==> src/rtl/core/pwm_channel_fuse_fade_controller_defines.svh <==
// ----------------------------------------------------------------------------
// PWM channel fuse and fade controller: assertion macros
// Shared concurrent assertion forms used by the controller and datapath.
// ----------------------------------------------------------------------------
`ifndef PWM_CHANNEL_FUSE_FADE_CONTROLLER_DEFINES_SVH
`define PWM_CHANNEL_FUSE_FADE_CONTROLLER_DEFINES_SVH

// The consequent must hold in the same cycle as the antecedent.
`define PFC_ASSERT_IMPL(name, clk, rst_n, ante, cons) \
    name: assert property (@(posedge clk) disable iff (!(rst_n)) (ante) |-> (cons)) \
        else $error("pfc: same-cycle check failed");

// The consequent must hold in the cycle after the antecedent.
`define PFC_ASSERT_NEXT(name, clk, rst_n, ante, cons) \
    name: assert property (@(posedge clk) disable iff (!(rst_n)) (ante) |=> (cons)) \
        else $error("pfc: next-cycle check failed");

`endif

==> src/rtl/core/pfc_pkg.sv <==
// ----------------------------------------------------------------------------
// PWM channel fuse and fade controller package
// Field widths, command codes, register indexes and control structs.
// ----------------------------------------------------------------------------
package pfc_pkg;

    localparam int CUR_W      = 16;
    localparam int FADE_MS_W  = 16;
    localparam int TIME_W     = 17;
    localparam int TRIP_W     = 16;
    localparam int CFG_IDX_W  = 2;
    localparam int CFG_DATA_W = 16;

    localparam logic [CUR_W-1:0] FUSE_RESET_MA = 16'd20000;

    typedef enum logic [1:0] {
        ACT_TICK       = 2'd0,
        ACT_SET_DUTY   = 2'd1,
        ACT_START_FADE = 2'd2,
        ACT_SET_SWITCH = 2'd3
    } t_action;

    localparam logic [CFG_IDX_W-1:0] CFG_DIMMABLE   = 2'd0;
    localparam logic [CFG_IDX_W-1:0] CFG_SOFT_FUSE  = 2'd1;
    localparam logic [CFG_IDX_W-1:0] CFG_BOARD_LIM  = 2'd2;

    typedef struct packed {
        logic load;
        logic mul;
        logic div_step;
        logic finish;
        logic emit;
    } t_dp_cmd;

    typedef struct packed {
        logic interp;
        logic out_free;
    } t_dp_stat;

endpackage

==> src/rtl/core/pfc_cfg_if.sv <==
// ----------------------------------------------------------------------------
// Configuration write channel
// Register index and write data with a valid/ready handshake.
// ----------------------------------------------------------------------------
interface pfc_cfg_if
    import pfc_pkg::*;
();
    logic                  valid;
    logic                  ready;
    logic [CFG_IDX_W-1:0]  index;
    logic [CFG_DATA_W-1:0] data;

    modport source (output valid, output index, output data, input ready);
    modport sink   (input valid, input index, input data, output ready);
endinterface

==> src/rtl/core/pfc_in_if.sv <==
// ----------------------------------------------------------------------------
// Input item channel
// One command or tick per transfer, valid/ready handshake.
// ----------------------------------------------------------------------------
interface pfc_in_if
    import pfc_pkg::*;
#(
    parameter int DUTY_W = 13
) ();
    logic                 valid;
    logic                 ready;
    logic [1:0]           action;
    logic [CUR_W-1:0]     current_ma;
    logic [DUTY_W-1:0]    duty_level;
    logic [FADE_MS_W-1:0] fade_ms;
    logic                 switch_on;

    modport source (output valid, output action, output current_ma, output duty_level,
                    output fade_ms, output switch_on, input ready);
    modport sink   (input valid, input action, input current_ma, input duty_level,
                    input fade_ms, input switch_on, output ready);
endinterface

==> src/rtl/core/pfc_out_if.sv <==
// ----------------------------------------------------------------------------
// Result item channel
// Compare level and channel state, valid/ready handshake.
// ----------------------------------------------------------------------------
interface pfc_out_if
    import pfc_pkg::*;
#(
    parameter int DUTY_W = 13
) ();
    logic              valid;
    logic              ready;
    logic [DUTY_W-1:0] pwm_level;
    logic [DUTY_W-1:0] duty_now;
    logic              channel_on;
    logic              fuse_tripped;
    logic              fade_busy;
    logic [TRIP_W-1:0] trip_total;

    modport source (output valid, output pwm_level, output duty_now, output channel_on,
                    output fuse_tripped, output fade_busy, output trip_total, input ready);
    modport sink   (input valid, input pwm_level, input duty_now, input channel_on,
                    input fuse_tripped, input fade_busy, input trip_total, output ready);
endinterface

==> src/rtl/core/pfc_ctrl.sv <==
// ----------------------------------------------------------------------------
// PWM channel controller state machine
// Sequences accept, fade interpolation multiply, serial divide and result.
// ----------------------------------------------------------------------------
`include "pwm_channel_fuse_fade_controller_defines.svh"

module pfc_ctrl
    import pfc_pkg::*;
#(
    parameter int DUTY_BITS = 12
) (
    input  logic     i_clk,
    input  logic     i_rst_n,
    input  logic     i_in_valid,
    output logic     o_in_ready,
    output t_dp_cmd  o_cmd,
    input  t_dp_stat i_stat
);
    localparam int DW    = DUTY_BITS + 1;
    localparam int PW    = TIME_W + DW + 1;
    localparam int CNT_W = $clog2(PW + 1);

    typedef enum logic [2:0] {
        S_IDLE,
        S_EVAL,
        S_MUL,
        S_DIV,
        S_FIN,
        S_EMIT
    } t_state;

    t_state           r_state;
    logic [CNT_W-1:0] r_cnt;

    assign o_in_ready = (r_state == S_IDLE);

    always_comb begin
        o_cmd          = '0;
        o_cmd.load     = (r_state == S_IDLE) && i_in_valid;
        o_cmd.mul      = (r_state == S_MUL);
        o_cmd.div_step = (r_state == S_DIV);
        o_cmd.finish   = (r_state == S_FIN);
        o_cmd.emit     = (r_state == S_EMIT) && i_stat.out_free;
    end

    always_ff @(posedge i_clk) begin
        if (!i_rst_n) begin
            r_state <= S_IDLE;
            r_cnt   <= '0;
        end else begin
            case (r_state)
                S_IDLE: begin
                    if (i_in_valid) r_state <= S_EVAL;
                end
                S_EVAL: begin
                    r_state <= i_stat.interp ? S_MUL : S_EMIT;
                end
                S_MUL: begin
                    r_cnt   <= '0;
                    r_state <= S_DIV;
                end
                S_DIV: begin
                    r_cnt <= r_cnt + CNT_W'(1);
                    if (r_cnt == CNT_W'(PW - 1)) r_state <= S_FIN;
                end
                S_FIN: begin
                    r_state <= S_EMIT;
                end
                S_EMIT: begin
                    // Wait here until the output register can take the result.
                    if (i_stat.out_free) r_state <= S_IDLE;
                end
                default: begin
                    r_state <= S_IDLE;
                end
            endcase
        end
    end

    `PFC_ASSERT_NEXT(a_no_accept_after_load, i_clk, i_rst_n, o_cmd.load, !o_in_ready)
    `PFC_ASSERT_IMPL(a_fin_after_all_steps, i_clk, i_rst_n, r_state == S_FIN, r_cnt == CNT_W'(PW))
    `PFC_ASSERT_IMPL(a_mul_needs_interp, i_clk, i_rst_n, r_state == S_MUL, $past(i_stat.interp))

endmodule

==> src/rtl/core/pfc_datapath.sv <==
// ----------------------------------------------------------------------------
// PWM channel datapath
// Channel state, fuse check, fade multiply and restoring divider, result register.
// ----------------------------------------------------------------------------
`include "pwm_channel_fuse_fade_controller_defines.svh"

module pfc_datapath
    import pfc_pkg::*;
#(
    parameter int DUTY_BITS   = 12,
    parameter int FADE_PAD_MS = 100
) (
    input  logic                  i_clk,
    input  logic                  i_rst_n,
    input  t_dp_cmd               i_cmd,
    output t_dp_stat              o_stat,
    input  logic                  i_cfg_valid,
    input  logic [CFG_IDX_W-1:0]  i_cfg_index,
    input  logic [CFG_DATA_W-1:0] i_cfg_data,
    input  logic [1:0]            i_action,
    input  logic [CUR_W-1:0]      i_current_ma,
    input  logic [DUTY_BITS:0]    i_duty_level,
    input  logic [FADE_MS_W-1:0]  i_fade_ms,
    input  logic                  i_switch_on,
    input  logic                  i_out_ready,
    output logic                  o_out_valid,
    output logic [DUTY_BITS:0]    o_pwm_level,
    output logic [DUTY_BITS:0]    o_duty_now,
    output logic                  o_channel_on,
    output logic                  o_fuse_tripped,
    output logic                  o_fade_busy,
    output logic [TRIP_W-1:0]     o_trip_total
);
    localparam int DW = DUTY_BITS + 1;
    localparam int MW = TIME_W + DW;
    localparam int PW = MW + 1;
    localparam logic [DW-1:0]     FULL_SCALE = DW'(1) << DUTY_BITS;
    localparam logic [TIME_W-1:0] PAD        = TIME_W'(FADE_PAD_MS);

    // Configuration
    logic              r_dimmable;
    logic [CUR_W-1:0]  r_fuse_ma;
    logic [CUR_W-1:0]  r_board_ma;

    // Channel state
    logic [DW-1:0]     r_duty;
    logic              r_on;
    logic              r_trip;
    logic [TRIP_W-1:0] r_trip_cnt;
    logic              r_fade_active;
    logic [DW-1:0]     r_from;
    logic [DW-1:0]     r_to;
    logic [TIME_W-1:0] r_elapsed;
    logic [TIME_W-1:0] r_total;
    logic              r_interp;

    // Interpolation unit
    logic              r_up;
    logic [PW-1:0]     r_quo;
    logic [TIME_W-1:0] r_rem;

    // Result register
    logic              r_out_valid;
    logic [DW-1:0]     r_o_pwm;
    logic [DW-1:0]     r_o_duty;
    logic              r_o_on;
    logic              r_o_trip;
    logic              r_o_fade;
    logic [TRIP_W-1:0] r_o_cnt;

    logic [DW-1:0]     duty_sat;
    logic              trip_hit;
    logic [TIME_W-1:0] n_elapsed;
    logic              fade_end;
    logic              up;
    logic [DW-1:0]     diff;
    logic [MW-1:0]     prod;
    logic [PW-1:0]     dividend;
    logic [TIME_W:0]   rem_sh;
    logic              rem_ge;
    logic [DW-1:0]     quo;
    logic [DW-1:0]     n_duty_fin;
    logic [DW-1:0]     level;

    always_comb begin
        duty_sat  = (i_duty_level > FULL_SCALE) ? FULL_SCALE : i_duty_level;
        trip_hit  = !r_trip && ((i_current_ma >= r_fuse_ma) || (i_current_ma >= r_board_ma));
        n_elapsed = (r_elapsed != '1) ? r_elapsed + TIME_W'(1) : r_elapsed;
        fade_end  = (n_elapsed > r_total);

        // A falling fade rounds toward minus infinity, so the magnitude
        // is divided with rounding up.
        up       = (r_to >= r_from);
        diff     = up ? (r_to - r_from) : (r_from - r_to);
        prod     = MW'(r_elapsed) * MW'(diff);
        dividend = up ? PW'(prod) : (PW'(prod) + PW'(r_total) - PW'(1));

        rem_sh = {r_rem, r_quo[PW-1]};
        rem_ge = (rem_sh >= {1'b0, r_total});

        quo        = r_quo[DW-1:0];
        n_duty_fin = r_up ? (r_from + quo) : (r_from - quo);

        if (r_trip || !r_on) begin
            level = '0;
        end else if (!r_dimmable) begin
            level = FULL_SCALE;
        end else begin
            level = r_duty;
        end
    end

    always_ff @(posedge i_clk) begin
        if (!i_rst_n) begin
            r_dimmable    <= 1'b1;
            r_fuse_ma     <= FUSE_RESET_MA;
            r_board_ma    <= FUSE_RESET_MA;
            r_duty        <= FULL_SCALE;
            r_on          <= 1'b0;
            r_trip        <= 1'b0;
            r_trip_cnt    <= '0;
            r_fade_active <= 1'b0;
            r_from        <= '0;
            r_to          <= '0;
            r_elapsed     <= '0;
            r_total       <= '0;
            r_interp      <= 1'b0;
            r_out_valid   <= 1'b0;
        end else begin
            if (i_cfg_valid) begin
                case (i_cfg_index)
                    CFG_DIMMABLE:  r_dimmable <= i_cfg_data[0];
                    CFG_SOFT_FUSE: r_fuse_ma  <= i_cfg_data;
                    CFG_BOARD_LIM: r_board_ma <= i_cfg_data;
                    default:       ;
                endcase
            end

            if (i_cmd.load) begin
                // Only a tick inside a running fade that does not end it needs the divider.
                r_interp <= (t_action'(i_action) == ACT_TICK) && r_fade_active && !fade_end;
                case (t_action'(i_action))
                    ACT_TICK: begin
                        // A fade that ends on this tick sets the on flag from its target, also after a trip.
                        if (trip_hit) begin
                            r_trip <= 1'b1;
                            if (!(r_fade_active && fade_end)) r_on <= 1'b0;
                            if (r_trip_cnt != '1) r_trip_cnt <= r_trip_cnt + TRIP_W'(1);
                        end
                        if (r_fade_active) begin
                            r_elapsed <= n_elapsed;
                            if (fade_end) begin
                                r_fade_active <= 1'b0;
                                r_duty        <= (r_to != '0) ? r_to : r_from;
                                r_on          <= (r_to != '0);
                            end
                        end
                    end
                    ACT_SET_DUTY: begin
                        r_duty <= duty_sat;
                    end
                    ACT_START_FADE: begin
                        if (!r_fade_active) begin
                            r_from        <= r_on ? r_duty : '0;
                            r_to          <= duty_sat;
                            r_elapsed     <= '0;
                            r_total       <= TIME_W'(i_fade_ms) + PAD;
                            r_on          <= 1'b1;
                            r_fade_active <= 1'b1;
                        end
                    end
                    default: begin
                        r_on <= i_switch_on;
                    end
                endcase
            end

            if (i_cmd.finish) begin
                r_duty <= n_duty_fin;
                r_on   <= (n_duty_fin != '0);
            end

            if (i_cmd.emit) begin
                r_out_valid <= 1'b1;
            end else if (i_out_ready) begin
                r_out_valid <= 1'b0;
            end
        end
    end

    always_ff @(posedge i_clk) begin
        if (i_cmd.mul) begin
            r_up  <= up;
            r_quo <= dividend;
            r_rem <= '0;
        end else if (i_cmd.div_step) begin
            r_rem <= rem_ge ? TIME_W'(rem_sh - {1'b0, r_total}) : rem_sh[TIME_W-1:0];
            r_quo <= {r_quo[PW-2:0], rem_ge};
        end

        if (i_cmd.emit) begin
            r_o_pwm  <= level;
            r_o_duty <= r_duty;
            r_o_on   <= r_on;
            r_o_trip <= r_trip;
            r_o_fade <= r_fade_active;
            r_o_cnt  <= r_trip_cnt;
        end
    end

    assign o_stat.interp   = r_interp;
    assign o_stat.out_free = !r_out_valid || i_out_ready;

    assign o_out_valid    = r_out_valid;
    assign o_pwm_level    = r_o_pwm;
    assign o_duty_now     = r_o_duty;
    assign o_channel_on   = r_o_on;
    assign o_fuse_tripped = r_o_trip;
    assign o_fade_busy    = r_o_fade;
    assign o_trip_total   = r_o_cnt;

    `PFC_ASSERT_NEXT(a_trip_sticky, i_clk, i_rst_n, r_trip, r_trip)
    `PFC_ASSERT_IMPL(a_trip_counted, i_clk, i_rst_n, r_trip, r_trip_cnt != '0)
    `PFC_ASSERT_IMPL(a_elapsed_in_range, i_clk, i_rst_n, r_fade_active, r_elapsed <= r_total)

endmodule

==> src/rtl/core/pwm_channel_fuse_fade_controller.sv <==
// A tick that interpolates a running fade passes through the multiply, the serial divide
// (one quotient bit per cycle) and the finish step before its result is stored.
// Every other item goes from evaluation straight to the result register.
// One item is in work at a time; input ready returns as the result is stored, and a
// result that finds the output register still full waits, holding input ready low.
// Reset (synchronous, active low) restores register defaults, full duty, off, no trip or fade.
// ----------------------------------------------------------------------------
// PWM channel fuse and fade controller
// One PWM load channel with duty, on flag, latched soft fuse and linear fade.
// ----------------------------------------------------------------------------
module pwm_channel_fuse_fade_controller
    import pfc_pkg::*;
#(
    parameter int DUTY_BITS   = 12,
    parameter int FADE_PAD_MS = 100
) (
    input  logic      i_clk,
    input  logic      i_rst_n,
    pfc_cfg_if.sink   i_cfg,
    pfc_in_if.sink    i_in,
    pfc_out_if.source o_out
);
    t_dp_cmd  w_cmd;
    t_dp_stat w_stat;
    logic     w_in_ready;

    assign i_cfg.ready = 1'b1;
    assign i_in.ready  = w_in_ready;

    pfc_ctrl #(
        .DUTY_BITS(DUTY_BITS)
    ) u_ctrl (
        .i_clk      (i_clk),
        .i_rst_n    (i_rst_n),
        .i_in_valid (i_in.valid),
        .o_in_ready (w_in_ready),
        .o_cmd      (w_cmd),
        .i_stat     (w_stat)
    );

    pfc_datapath #(
        .DUTY_BITS   (DUTY_BITS),
        .FADE_PAD_MS (FADE_PAD_MS)
    ) u_datapath (
        .i_clk          (i_clk),
        .i_rst_n        (i_rst_n),
        .i_cmd          (w_cmd),
        .o_stat         (w_stat),
        .i_cfg_valid    (i_cfg.valid),
        .i_cfg_index    (i_cfg.index),
        .i_cfg_data     (i_cfg.data),
        .i_action       (i_in.action),
        .i_current_ma   (i_in.current_ma),
        .i_duty_level   (i_in.duty_level),
        .i_fade_ms      (i_in.fade_ms),
        .i_switch_on    (i_in.switch_on),
        .i_out_ready    (o_out.ready),
        .o_out_valid    (o_out.valid),
        .o_pwm_level    (o_out.pwm_level),
        .o_duty_now     (o_out.duty_now),
        .o_channel_on   (o_out.channel_on),
        .o_fuse_tripped (o_out.fuse_tripped),
        .o_fade_busy    (o_out.fade_busy),
        .o_trip_total   (o_out.trip_total)
    );

endmodule

==> src/flat_wrapper.sv <==
// flat-port wrapper written by rule: the top's interface ports become plain ports
module pwm_channel_fuse_fade_controller_flat import pfc_pkg::*;
#(
    parameter int DUTY_BITS   = 12,
    parameter int FADE_PAD_MS = 100
)
  (i_clk, i_rst_n, i_cfg_valid, i_cfg_index, i_cfg_data, i_cfg_ready, i_in_valid, i_in_action, i_in_current_ma, i_in_duty_level, i_in_fade_ms, i_in_switch_on, i_in_ready, o_out_valid, o_out_pwm_level, o_out_duty_now, o_out_channel_on, o_out_fuse_tripped, o_out_fade_busy, o_out_trip_total, o_out_ready);
  pfc_cfg_if i_cfg_i ();
  pfc_in_if #(.DUTY_W((DUTY_BITS + 1))) i_in_i ();
  pfc_out_if #(.DUTY_W((DUTY_BITS + 1))) o_out_i ();
  input  logic i_clk;
  input  logic i_rst_n;
  input wire logic [$bits(i_cfg_i.valid)-1:0] i_cfg_valid;
  input wire logic [$bits(i_cfg_i.index)-1:0] i_cfg_index;
  input wire logic [$bits(i_cfg_i.data)-1:0] i_cfg_data;
  output wire logic [$bits(i_cfg_i.ready)-1:0] i_cfg_ready;
  input wire logic [$bits(i_in_i.valid)-1:0] i_in_valid;
  input wire logic [$bits(i_in_i.action)-1:0] i_in_action;
  input wire logic [$bits(i_in_i.current_ma)-1:0] i_in_current_ma;
  input wire logic [$bits(i_in_i.duty_level)-1:0] i_in_duty_level;
  input wire logic [$bits(i_in_i.fade_ms)-1:0] i_in_fade_ms;
  input wire logic [$bits(i_in_i.switch_on)-1:0] i_in_switch_on;
  output wire logic [$bits(i_in_i.ready)-1:0] i_in_ready;
  output wire logic [$bits(o_out_i.valid)-1:0] o_out_valid;
  output wire logic [$bits(o_out_i.pwm_level)-1:0] o_out_pwm_level;
  output wire logic [$bits(o_out_i.duty_now)-1:0] o_out_duty_now;
  output wire logic [$bits(o_out_i.channel_on)-1:0] o_out_channel_on;
  output wire logic [$bits(o_out_i.fuse_tripped)-1:0] o_out_fuse_tripped;
  output wire logic [$bits(o_out_i.fade_busy)-1:0] o_out_fade_busy;
  output wire logic [$bits(o_out_i.trip_total)-1:0] o_out_trip_total;
  input wire logic [$bits(o_out_i.ready)-1:0] o_out_ready;
  assign i_cfg_i.valid = i_cfg_valid;
  assign i_cfg_i.index = i_cfg_index;
  assign i_cfg_i.data = i_cfg_data;
  assign i_cfg_ready = i_cfg_i.ready;
  assign i_in_i.valid = i_in_valid;
  assign i_in_i.action = i_in_action;
  assign i_in_i.current_ma = i_in_current_ma;
  assign i_in_i.duty_level = i_in_duty_level;
  assign i_in_i.fade_ms = i_in_fade_ms;
  assign i_in_i.switch_on = i_in_switch_on;
  assign i_in_ready = i_in_i.ready;
  assign o_out_valid = o_out_i.valid;
  assign o_out_pwm_level = o_out_i.pwm_level;
  assign o_out_duty_now = o_out_i.duty_now;
  assign o_out_channel_on = o_out_i.channel_on;
  assign o_out_fuse_tripped = o_out_i.fuse_tripped;
  assign o_out_fade_busy = o_out_i.fade_busy;
  assign o_out_trip_total = o_out_i.trip_total;
  assign o_out_i.ready = o_out_ready;
  pwm_channel_fuse_fade_controller #(.DUTY_BITS(DUTY_BITS), .FADE_PAD_MS(FADE_PAD_MS)) u_core (.i_clk(i_clk), .i_rst_n(i_rst_n), .i_cfg(i_cfg_i), .i_in(i_in_i), .o_out(o_out_i));
endmodule
==> config.mk <==
export PLATFORM = sky130hd
export DESIGN_NAME = pwm_channel_fuse_fade_controller_flat
export DESIGN_NICKNAME = d
export VERILOG_FILES = /design/src/rtl/core/pfc_pkg.sv /design/src/rtl/core/pfc_cfg_if.sv /design/src/rtl/core/pfc_in_if.sv /design/src/rtl/core/pfc_out_if.sv /design/src/rtl/core/pfc_ctrl.sv /design/src/rtl/core/pfc_datapath.sv /design/src/rtl/core/pwm_channel_fuse_fade_controller.sv /design/src/flat_wrapper.sv
export VERILOG_INCLUDE_DIRS = /design/src /design/src/rtl/core
export SDC_FILE = /design/constraint.sdc
export NUM_CORES = 1
export LEC_CHECK = 0
export ABC_AREA = 1
export BUFFER_PORTS_ARGS = -buffer_cell sky130_fd_sc_hd__buf_4
export CORE_UTILIZATION = 41
export CTS_BUF_LIST = sky130_fd_sc_hd__clkbuf_4
export DETAILED_ROUTE_END_ITERATION = 10
export SLEW_MARGIN = 20
export SYNTH_ARGS = -nofsm -noshare
export SYNTH_HDL_FRONTEND = slang
export SYNTH_HIERARCHICAL = 1
export SYNTH_SLANG_ARGS = --single-unit
==> constraint.sdc <==
create_clock -name i_clk -period 11.17 [get_ports i_clk]
set_input_delay 0.5585 -clock i_clk [delete_from_list [all_inputs] [get_ports i_clk]]
set_output_delay 0.5585 -clock i_clk [all_outputs]
set_load 0.02 [all_outputs]
; Word level (Yosys, flattened, before mapping)
; Index checks and enable logic that the tools add are counted.
[totals]
mem_count = 0
in_bits = 71
latchBits = 0
ff_bits = 229
out_inout_bits = 48
wordCells = 140
ram_bits = 0
mem_bits_ro = 0
[classes]
magnitude_cmp = 6
n_reduce_logical = 35
div = 0
addsub = 11
n_mux = 38
bitwise = 2
mul = 1
n_shift = 0
eq_ne = 21
[op_table]
columns = cell, n
row1 = 2-to-1 mux 13 bit, 10
row2 = 2-to-1 mux 31 bit, 3
row3 = 2-to-1 mux 17 bit, 4
row4 = subtractor 13 bit, 3
row5 = case mux 17 bit (2 select lines), 1
row6 = greater-or-equal comparator 16 bit, 2
row7 = adder 30 x 17 -> 31 bit, 1
row8 = "subtractor 31 x 1 -> 31 bit, second input constant", 1
row9 = multiplier 17 x 13 -> 30 bit, 1
row10 = case mux 13 bit (2 select lines), 1
row11 = nonzero test 13 bit, 2
row12 = greater-or-equal comparator 18 x 17 -> 1 bit, 1
row13 = case mux 3 bit (6 select lines), 1
row14 = "adder 16 x 7 -> 17 bit, second input constant", 1
row15 = "adder 17 x 1 -> 17 bit, second input constant", 1
row16 = greater-than comparator 17 bit, 1
row17 = "inequality test 17 bit, second input constant", 1
row18 = subtractor 17 bit, 1
row19 = "adder 16 x 1 -> 16 bit, second input constant", 1
row20 = "inequality test 16 bit, second input constant", 1
row21 = adder 13 bit, 1
row22 = greater-or-equal comparator 13 bit, 1
row23 = "greater-than comparator 13 bit, second input constant", 1
row24 = 2-to-1 mux 3 bit, 4
row25 = other kinds (26), 69

; Logic depth before layout (Yosys ltp)
; Gate-level depths: netlist of run 1.
[logic_depth]
word_depth = 11
mapped_depth = 51
ltp_nobuf = 48

; Hierarchy
; Netlist of run 1, hierarchy kept.
[by_module_without_submodules]
columns = module, cells_per_inst, seq_area_each_um2, n_inst, area_per_inst_um2
row1 = pfc_datapath, 3202, 5195.0, 1, 23317.4
row2 = pfc_ctrl, 76, 160.2, 1, 524.3
row3 = pwm_channel_fuse_fade_controller, 2, 0.0, 1, 11.3

; Worst setup path before layout of run 1
; OpenSTA, ideal clock, no wires.
[synth_timing]
path_kind = register to register
start = reg u_core.u_datapath.r_from[1]
end = reg u_core.u_datapath.r_quo[26] (data pin)
slack_ps = 3131
synth_period_minus_slack_ps = 8039
path_buffers = 1
setup_time_ps = 256
required_ps = 10914
stages_incl_launch_ff = 47
t_arrival_ps = 7783
cell_sequence = dfxtp_1 inv_1 ha_1 nand2_1 nor2_1 a21oi_2 inv_1 nand4_1 nand3_2 inv_2 nand2_1 nand2_1 xor2_2 buf_2 nor2_1 fa_1 inv_1 fa_1 [11 not listed] inv_1 nand3_2 xnor2_1 ha_1 inv_1 ha_1 a21oi_1 o21ai_0 a21oi_1 o21ai_0 a21oi_1 inv_1 a21oi_1 nor2_2 nor2_1 nor2_1 o21bai_1 nand2_1
[synth_via]
elab_chain_len = 7
word_cells_on_any_way = 9
cone_classes = add/sub (4) / mul (1) / order compare (1) / mux (3)
[synth_rtl]
columns = item, line
row1 = "start, declared", pfc_datapath.sv:51  ; logic [DW-1:0] r_from;
row2 = "start signal, assigned", pfc_datapath.sv:164  ; r_from <= r_on ? r_duty : '0;
row3 = subtractor 13 bit / greater-or-equal comparator 13 bit (equally long branches), "pfc_datapath.sv:94, pfc_datapath.sv:93"
row4 = 2-to-1 mux 13 bit, pfc_datapath.sv:94  ; diff = up ? (r_to - r_from) : (r_from - r_to);
row5 = multiplier 17 x 13 -> 30 bit, pfc_datapath.sv:95  ; prod = MW'(r_elapsed) * MW'(diff);
row6 = adder 30 x 17 -> 31 bit, pfc_datapath.sv:96  ; dividend = up ? PW'(prod) : (PW'(prod) + PW'(r_total) - PW'(1));
row7 = subtractor 31 x 1 -> 31 bit, pfc_datapath.sv:96
row8 = 2-to-1 mux 31 bit (*), pfc_datapath.sv:96
row9 = 2-to-1 mux 31 bit (*), pfc_datapath.sv:192  ; if (i_cmd.mul) begin
row10 = "end signal, assigned", pfc_datapath.sv:194  ; r_quo <= dividend;
row11 = "end signal, assigned", pfc_datapath.sv:198  ; r_quo <= {r_quo[PW-2:0], rem_ge};
row12 = "end, declared", pfc_datapath.sv:59  ; logic [PW-1:0] r_quo;
; Every way passes the cells marked *; elsewhere a longest branch is shown, timed or not.
; A chain may end at the register's enable or synchronous reset.

; Worst setup path in the final report of run 1
[layout_timing]
start = reg u_core.u_datapath.r_from[7]
end = reg u_core.u_datapath.r_quo[26] (data pin)
; The elaborated chain is that of the path after synthesis.

==> results of run 1 <==
==> tightest hold or removal path, cell delays in order <==
cell	delay [ns]
buf_4	0.08
o21ai_0	0.07
a21oi_1	0.10
==> power by group <==
part	total [mW]	internal, mW	switching (mW)
registers	0.946	0.909	0.0366
logic	1.18	0.328	0.849
clock network	0.723	0.351	0.372
total	2.84	1.59	1.26
==> cell usage in the layout, fill, tap and decap left out, types with 29 or more instances in the layout <==
| master | synthesis | layout |
|---|---|---|
| ha_1 | 228 | 228 |
| nand4_1 | 45 | 45 |
| xor2_1 | 67 | 67 |
| o21ai_0 | 180 | 180 |
| nand2_1 | 682 | 682 |
| inv_1 | 597 | 596 |
| nor3_1 | 31 | 30 |
| nor2_1 | 288 | 285 |
| a21oi_1 | 286 | 286 |
| buf_4 | 6 | 132 |
| fa_1 | 170 | 170 |
| nand2_2 | 29 | 29 |
| xnor2_1 | 39 | 39 |
| clkbuf_4 | 0 | 84 |
| dfxtp_1 | 152 | 152 |
| nand3_1 | 101 | 101 |
| edfxtp_1 | 77 | 77 |
==> worst paths after layout <==
check	startpoint	to	depth (start not counted)
min reg2reg	u_core/u_datapath/r_trip	u_core/u_datapath/o_fuse_tripped	0
max	u_core/u_datapath/r_from[7]	u_core/u_datapath/r_quo[26]	45
min	i_cfg_data[15]	u_core/u_datapath/r_fuse_ma[15]	3
max reg2reg	u_core/u_datapath/r_from[7]	u_core/u_datapath/r_quo[26]	45
==> final cells by class <==
| type | count | share of cell area [%] |
|---|---|---|
| well taps | 765 | 3.65 |
| diodes | 2 | 0.0191 |
| flip-flops and latches | 229 | 20.4 |
| inverters | 617 | 8.85 |
| clock inverters | 26 | 0.473 |
| repair buffers | 138 | 4.01 |
| multi-input cells | 2334 | 60.1 |
| clock buffers | 84 | 2.41 |
==> metal layers <==
| layer | wire, um | vias up | GRT usage (%) |
|---|---|---|---|
| met5 | 0 | - | 0 |
| met2 | 32100 | 573 | 38.4 |
| li1 | - | 10700 | - |
| met1 | 31200 | 9874 | 31.4 |
| met4 | 1600 | 0 | 5.60 |
| met3 | 3650 | 116 | 3.14 |
==> logic make-up after synthesis <==
kind of cell,count (synthesis)
fa+ha+maj,398
compound gates,584
buf+inv,717
flops,229
other cells,1
simple gates,1241
xor+xnor,110
==> repair_timing <==
item                      in CTS  in global routing
gates resized for setup        0                  0
hold buffers                   6                  0
setup buffers                  0                  0
hold endpoints to repair      11                  0
==> flip-flops by register name, indices dropped and copies added (netlist names), 16 cells and up <==
signal,count
u_core/u_datapath/r_board_ma,16
u_core/u_datapath/r_total,17
u_core/u_datapath/r_quo,31
u_core/u_datapath/r_trip_cnt,16
u_core/u_datapath/r_rem,17
u_core/u_datapath/r_fuse_ma,16
u_core/u_datapath/o_trip_total,16
u_core/u_datapath/r_elapsed,17
==> key figures, run 1 <==
Clock network
  • Root Buffer: clkbuf_4
  • Num CTS Buffers: between 50 and 60
  • Clk sink count: 229
  • Clock latency on the worst-skew pair: around 0.77 ns
  • H-tree depth: 2
  • Clk buf depth: 3
  • CTS tree: yes
  • Clk pin slew, worst setup/hold paths: ~0.07 ns

Synth
  • Most common cell in the synthesized netlist: nand2_1
  • Synth area leader: fa_1
  • Synth warn: 6
  • Adder-Cell Fraction of Synth Area: 26.2%
  • #FFs+latches synth: 229
  • Synthesized netlist cell count: 3280
  • Largest family of logic cells by synthesized area: adder cells
  • Syn_nets: about 3700
  • Post-synthesis cell type count: 63
  • Area share of the largest cell type after synthesis: roughly 14%
  • Mapped cell area: approximately 24000 um2
  • Post-synth top cells: nand2_1 (682), inv_1 (597), nor2_1 (288)
  • Seq/Total Area, Yosys: 22.5%
  • Post-synth top flop: dfxtp_1
  • Mux cell area share after synthesis: 0%
  • Synthesized area per cell: roughly 7.3 um2
  • Post-synthesis compound-gate area fraction: a little over an eighth
  • FFs w/ async S/R, synth: 0%
  • Area contributors post-synth: fa_1 (14%), dfxtp_1 (13%), ha_1 (12%)
  • Post-Synth Simple-Gate Area: 22.2%
  • Post-Synth XOR/XNOR Area: under 10%
  • Post-synth EDFFs: 77

Placement
  • HPWL after DPL: roughly 55000 um
  • GP Congestion: about 0.99
  • Placed inst area: 25400 um2
  • PortBufs: approximately 120
  • DP Cell Count: between 4000 and 5000
  • Pre-CTS setup slack: 1.54 ns

Run
  • MaxCap Viol Count: 0

Layout
  • Area delta synth->final: 9.85%
  • Fin util: between 40% and 50%
  • Layout cells sized above 1: about a tenth
  • Multi-input logic area: ~16000 um2
  • # fillers: ~6000
  • Final instance area: between 20000 and 30000 um2
  • Register area: ~5400 um2
  • Non-filler cells in the finished layout: 4195
  • Nets@finish: between 3000 and 4000

Worst setup path
  • Worst Path Required: ~12 ns
  • CP Launch Type: register
  • CP max FO: 51
  • Top Family by Delay on Critical Path: adder cells
  • WS Path Type: register to register
  • CP arrival: between 10 and 15 ns
  • Slowest cell delay on critical path: approximately 0.70 ns
  • Crit path buf inv count: 11
  • Most common cell on crit path: inv_1
  • Worst R2R Setup Slack: around 1.4 ns
  • CP endpoint kind: register
  • CP max-delay cell: xor2_2

Outcome
  • Outcome: finished, final reports clean

Global routing
  • Tot GR Track Use: 23.1%
  • Largest net degree at the start of global routing: just under 80
  • First-pass GRT wire length: around 110000 um
  • Overflow after GRT: 0
  • Vias in the first global route: 20200
  • Initial antenna violation count: 1

Drt
  • Drt total wl: around 69000 um
  • Routed vias: 21300
  • Vias per cell: 5.07
  • Routed WL per cell: about 16 um
  • 1st-pass router iterations: 5
  • Number of DRC markers in iteration 0: about 1400
  • Post-route antenna net violation count: 0
  • Residual DRC count: 0

Power and ir drop
  • Tot Pwr: between 2 and 3 mW
  • Maximum vdd ir drop: roughly 110 uV
  • Power per cell area: 109 nW/um2
  • Leak: 12.8 nW

Timing
  • Min Hold Slack: about 0.088 ns
  • Final Critical Period: 9.73 ns
  • Setup TNS: 0 ns
  • Setup violators final: 0
  • Fin worst setup slack: about 1.4 ns
  • Max-slew violations: 0
  • RSZ-0062 raised after global routing: no
  • Worst Max-Slew Pin Slew: approximately 0.94 ns
  • Slew margin rel.: between 30% and 40%
  • Final worst-path cycle share: ~87%
  • FMAX: just over 100 MHz
  • Fin Clk Skew: about 0.075 ns
  • Final Hold Fails: 0

Floorplan
  • Rows: between 80 and 90
  • Total die area: just under 60000 um2
  • Ports: ~120
  • Core box area: between 50000 and 60000 um2
  • Starting Density: 41.4%
  • Die Span Y: between 200 and 250 um
  • Die width: between 200 and 250 um

Min path
  • Worst hold path type: input port to register
(Power assumes the default switching activity.)
==> run 2: changes to the inputs <==
--- a/config.mk
+++ b/config.mk
@@ -8,9 +8,11 @@
 export LEC_CHECK = 0
 export ABC_AREA = 1
 export BUFFER_PORTS_ARGS = -buffer_cell sky130_fd_sc_hd__buf_4
-export CORE_UTILIZATION = 41
+export CORE_UTILIZATION = 63
 export CTS_BUF_LIST = sky130_fd_sc_hd__clkbuf_4
 export DETAILED_ROUTE_END_ITERATION = 10
+export GPL_TIMING_DRIVEN = 0
+export PLACE_DENSITY = 0.82
 export SLEW_MARGIN = 20
 export SYNTH_ARGS = -nofsm -noshare
 export SYNTH_HDL_FRONTEND = slang
==> key figures, run 2 (same netlist as run 1, synthesis figures left out) <==
Timing
  • Final Hold Fails: 0
  • RSZ-0062 raised after global routing: no
  • Setup TNS: 0 ns
  • Final worst-path cycle share: approximately 92%
  • FMAX: around 97 MHz
  • Setup violators final: 0
  • Worst Max-Slew Pin Slew: about 0.96 ns
  • Fin Clk Skew: 0.0700 ns
  • Max-slew violations: 0
  • Final Critical Period: 10.30 ns
  • Slew margin rel.: roughly 36%

Worst setup path
  • CP arrival: 10.82 ns
  • Slowest cell delay on critical path: roughly 0.62 ns
  • CP endpoint kind: register
  • Worst Path Required: ~12 ns
  • Most common cell on crit path: inv_1
  • WS Path Type: register to register
  • CP max-delay cell: fa_1
  • CP max FO: 10
  • CP Launch Type: register
  • Worst R2R Setup Slack: slightly below 0.9 ns

Global routing
  • Largest net degree at the start of global routing: 38
  • Vias in the first global route: 22300
  • Overflow after GRT: 0
  • Tot GR Track Use: 37.0%
  • Initial antenna violation count: 2
  • First-pass GRT wire length: 113000 um

Min path
  • Worst hold path type: input port to register

Power and ir drop
  • Maximum vdd ir drop: 96.0 uV
  • Leak: between 10 and 15 nW
  • Clock power share: 25.6%
  • Sw power: 1.35 mW
  • Switching fraction of total power: a little under half
  • Pint: ~1.6 mW
  • Share of power burned in registers: a little under a third
  • Logic gate share of total power: between 40% and 50%
  • Power per cell area: 113 nW/um2

Floorplan
  • Starting Density: 64.5%
  • Die width: roughly 200 um
  • Rows: 70
  • Die Span Y: around 200 um
  • Ports: between 100 and 150
  • Core box area: about 37000 um2
  • Total die area: 38600 um2

Clock network
  • CTS Hold Bufs: 12
  • CTS resizes: 0
  • Clk sink count: around 230
  • Clock latency on the worst-skew pair: approximately 0.84 ns
  • Setup bufs post-CTS: 0
  • H-tree depth: 2
  • Num CTS Buffers: 61
  • Clk buf depth: 3
  • Clk pin slew, worst setup/hold paths: roughly 0.070 ns
  • CTS tree: yes
  • Root Buffer: clkbuf_4

Drt
  • Post-route antenna net violation count: 0
  • Routed WL per cell: approximately 18 um
  • Drt total wl: about 71000 um
  • Residual DRC count: 0
  • Vias per cell: roughly 5.7
  • Routed vias: roughly 23000
  • Number of DRC markers in iteration 0: approximately 2200
  • 1st-pass router iterations: 5

Layout
  • Most common cell after layout, fill and taps aside: nand2_1
  • Fin util: a little under three quarters
  • Layout cells sized above 1: under 10%
  • Max FFs per register: 31
  • # fillers: between 3000 and 4000
  • Register area: approximately 5400 um2
  • Area delta synth->final: 10.3%
  • Nets@finish: 3942
  • Multi-input logic area: approximately 16000 um2
  • Commonest non-fill, non-tap cells in the layout: nand2_1 (681), inv_1 (597), nor2_1 (287)
  • Largest Register: u_core/u_datapath/r_quo

Placement
  • PortBufs: ~120
  • HPWL after DPL: around 57000 um
  • GP Congestion: a little over 1

Outcome
  • Outcome: finished, final reports clean

Run
  • MaxCap Viol Count: 0
run 2: changes by cell type in the layout (fill, tap and decap cells not counted), sizes merged:
cell | before | now
clkbuf | 84 | 139
clkinv | 29 | 44
dlygate4sd3 | 6 | 12
bufinv | 0 | 2
diode | 2 | 1
clkinvlp | 1 | 0
buf | 132 | 153
run 2: stage by stage:
stage	cell area [um2]	total power, mW	hold slack [ns]	std cells	worst slack, ns
after floorplan	23900	1.77	0.406	3280	3.13
after global placement	25400	2.15	0.410	3901	1.20
after detailed placement	25400	2.18	0.417	3902	1.13
after CTS	26300	2.94	0.000181	4030	1.01
after global routing	26300	3.14	0.00930	4031	0.371
final	26300	2.99	0.0282	4031	0.875
run 2: critical path, delay by kind of cell (launching register included):
family	cells	cell delay (ns)
xor gates and xnor gates	1	0.47
DFF	1	0.49
buffers and inverters	14	1.68
and+or+nand+nor	16	2.09
AOI/OAI and AO/OA	7	1.27
adders and majority gates	9	3.98
run 2: power groups by stage:
stage	Combinational [mW]	Clock, mW	Sequential (mW)
2_1_floorplan	0.804	0	0.962
3_3_place_gp	1.19	0	0.958
3_5_place_dp	1.22	0	0.959
4_1_cts	1.23	0.774	0.940
5_1_grt	1.38	0.815	0.945
6_report	1.28	0.763	0.942
run 2: layout make-up:
cell class,count,share of cell area [%]
Antenna cell,1,0.00951
Buffer,100,1.68
Clock buffer,74,2.11
Clock inverter,42,0.903
Inverter,617,8.81
Multi-Input combinational cell,2334,59.8
Sequential cell,229,20.3
Tap cell,504,2.40
Timing Repair Buffer,130,3.90
run 2: path summary, 6_finish.rpt:
path,end,from,cells after the start
hold / removal,u_core/u_datapath/r_fuse_ma[3],i_cfg_data[3],3
setup / recovery,u_core/u_datapath/r_quo[26],u_core/u_datapath/r_from[7],47
setup reg to reg,u_core/u_datapath/r_quo[26],u_core/u_datapath/r_from[7],47
hold reg to reg,u_core/u_datapath/o_channel_on,u_core/u_datapath/r_on,0
run 2: metal layers:
layer	track usage, %	wire [um]
met1	46.8	28000
met2	60.9	32400
met3	7.60	7420
met4	16.7	2910
met5	0	8
==> run 3: changes to the inputs <==
--- a/config.mk
+++ b/config.mk
@@ -8,10 +8,12 @@
 export LEC_CHECK = 0
 export ABC_AREA = 1
 export BUFFER_PORTS_ARGS = -buffer_cell sky130_fd_sc_hd__buf_4
+export CAP_MARGIN = 20
 export CORE_UTILIZATION = 63
 export CTS_BUF_LIST = sky130_fd_sc_hd__clkbuf_4
 export DETAILED_ROUTE_END_ITERATION = 10
 export GPL_TIMING_DRIVEN = 0
+export HOLD_SLACK_MARGIN = 0.08
 export PLACE_DENSITY = 0.82
 export SLEW_MARGIN = 20
 export SYNTH_ARGS = -nofsm -noshare
==> key figures, run 3 (same netlist as run 1, synthesis figures left out) <==
Floorplan
  • Core box area: between 30000 and 40000 um2
  • Total die area: around 39000 um2
  • Die width: between 150 and 200 um
  • Ports: ~120
  • Rows: 70
  • Die Span Y: roughly 200 um
  • Starting Density: around 65%

Drt
  • Drt total wl: ~72000 um
  • 1st-pass router iterations: 6
  • Routed vias: between 20000 and 25000
  • Routed WL per cell: between 15 and 20 um
  • Vias per cell: 5.73
  • Number of DRC markers in iteration 0: around 2200
  • Post-route antenna net violation count: 0
  • Residual DRC count: 0

Global routing
  • Largest net degree at the start of global routing: 38
  • Vias in the first global route: 22700
  • Tot GR Track Use: a little under two fifths
  • Initial antenna violation count: 2
  • Overflow after GRT: 0
  • First-pass GRT wire length: 115000 um

Timing
  • Max-slew violations: 0
  • Fin Clk Skew: between 0.06 and 0.07 ns
  • Final Hold Fails: 0
  • Final worst-path cycle share: between 90% and 100%
  • Fin worst setup slack: between 0.8 and 0.9 ns
  • Setup TNS: 0 ns
  • Slew margin rel.: between 40% and 50%
  • Final Critical Period: about 10 ns
  • RSZ-0062 raised after global routing: no
  • Min Hold Slack: between 0.15 and 0.2 ns
  • Worst Max-Slew Pin Slew: just under 0.9 ns
  • FMAX: slightly below 100 MHz
  • Setup violators final: 0

Layout
  • Area delta synth->final: 11.7%
  • Most common cell after layout, fill and taps aside: nand2_1
  • Register area: between 5000 and 6000 um2
  • Multi-input logic area: about 16000 um2
  • Layout cells sized above 1: around a tenth
  • # fillers: roughly 3100
  • Non-filler cells in the finished layout: a little over 4000
  • Commonest non-fill, non-tap cells in the layout: nand2_1 (681), inv_1 (597), nor2_1 (287)
  • Max FFs per register: 31
  • Nets@finish: slightly below 4000
  • Largest Register: u_core/u_datapath/r_quo

Placement
  • DP Cell Count: roughly 3900
  • GP Congestion: approximately 1
  • HPWL after DPL: 56700 um
  • Pre-CTS setup slack: approximately 1.1 ns
  • PortBufs: about 120

Worst setup path
  • CP Launch Type: register
  • Worst R2R Start: u_core/u_datapath/r_from[7]
  • CP endpoint kind: register
  • Reg2Reg Depth: 47
  • CP Launch Point: u_core/u_datapath/r_from[7]
  • Most common cell on crit path: inv_1
  • CP arrival: ~11 ns
  • Worst Path Required: between 10 and 15 ns
  • WS Path Type: register to register
  • Slowest cell delay on critical path: 0.61 ns
  • CP max-delay cell: fa_1
  • CP max FO: 10
  • Worst Setup EP: u_core/u_datapath/r_quo[26]
  • R2r endpoint: u_core/u_datapath/r_quo[26]
  • Worst R2R Setup Slack: between 0.8 and 0.9 ns

Power and ir drop
  • Power per cell area: 113 nW/um2
  • Maximum vdd ir drop: 97.0 uV
  • Leak: between 10 and 15 nW

Clock network
  • CTS tree: yes
  • Clk pin slew, worst setup/hold paths: 0.07 ns
  • Clk buf depth: 3
  • CTS resizes: 0
  • Setup bufs post-CTS: 0
  • CTS Hold Bufs: 45
  • Clock latency on the worst-skew pair: 0.84 ns
  • H-tree depth: 2
  • Root Buffer: clkbuf_4
  • Clk sink count: 229
  • Num CTS Buffers: a little over 60

Outcome
  • Outcome: finished, final reports clean

Min path
  • Worst hold path type: input port to register

Run
  • MaxCap Viol Count: 0
==> run 3: cell types whose count changed in the layout (fill, tap and decap cells not counted) <==
cell	previous run	this run
dlygate4sd3_1	12	45
==> run 3: metal layers <==
metal	share of wire (%)	global-route usage, %	vias to the layer above
li1	-	-	11000
met1	39	47.9	10800
met2	46	62.5	1270
met3	10	7.10	244
met4	4.6	17.4	2
met5	0.011	0	-
==> run 3: how the worst min path moves through the flow <==
stage,from,to,slack [ns],cells after the start
6_report,i_in_fade_ms[9],u_core/u_datapath/r_total[9],0.15,4
5_1_grt,i_in_fade_ms[9],u_core/u_datapath/r_total[9],0.13,4
4_1_cts,i_in_fade_ms[9],u_core/u_datapath/r_total[9],0.09,4
3_5_place_dp,u_core/u_datapath/r_trip,u_core/u_datapath/o_fuse_tripped,0.42,0
3_3_place_gp,u_core/u_datapath/r_on,u_core/u_datapath/o_channel_on,0.41,0
2_1_floorplan,u_core/u_datapath/r_on,u_core/u_datapath/o_channel_on,0.41,0
==> run 3: critical path: cells and delay by family, from the launching register on <==
kind,cells,cell delay [ns]
compound gates,7,1.27
buf+inv,14,1.69
simple gates,16,2.09
flops,1,0.51
fa+ha+maj,9,3.96
xor+xnor,1,0.47
==> run 3: layout make-up <==
cell class / instances / area share (%)
diodes: 1 / 0.00939
plain buffers: 100 / 1.66
clock buffers: 74 / 2.08
clock inverters: 42 / 0.892
inverters: 617 / 8.70
multi-input cells: 2334 / 59.1
flip-flops and latches: 229 / 20.1
well taps: 504 / 2.37
repair buffers: 163 / 5.09
==> run 3: per-stage QoR <==
stage	area [um2]	utilization (%)	power (mW)
global route	26700	72.1	3.15
floorplan	23900	-	1.77
finish	26700	72.1	3.00
global placement	25400	68.6	2.15
CTS	26600	72.1	2.95
detailed placement	25400	68.7	2.18
==> run 3: power by group <==
group | internal, mW | leakage (nW) | switching, mW | total [mW]
clock | 0.368 | 0.451 | 0.397 | 0.765
combinational | 0.367 | 10.8 | 0.926 | 1.29
sequential | 0.909 | 1.92 | 0.0341 | 0.943
total | 1.64 | 13.2 | 1.36 | 3.00
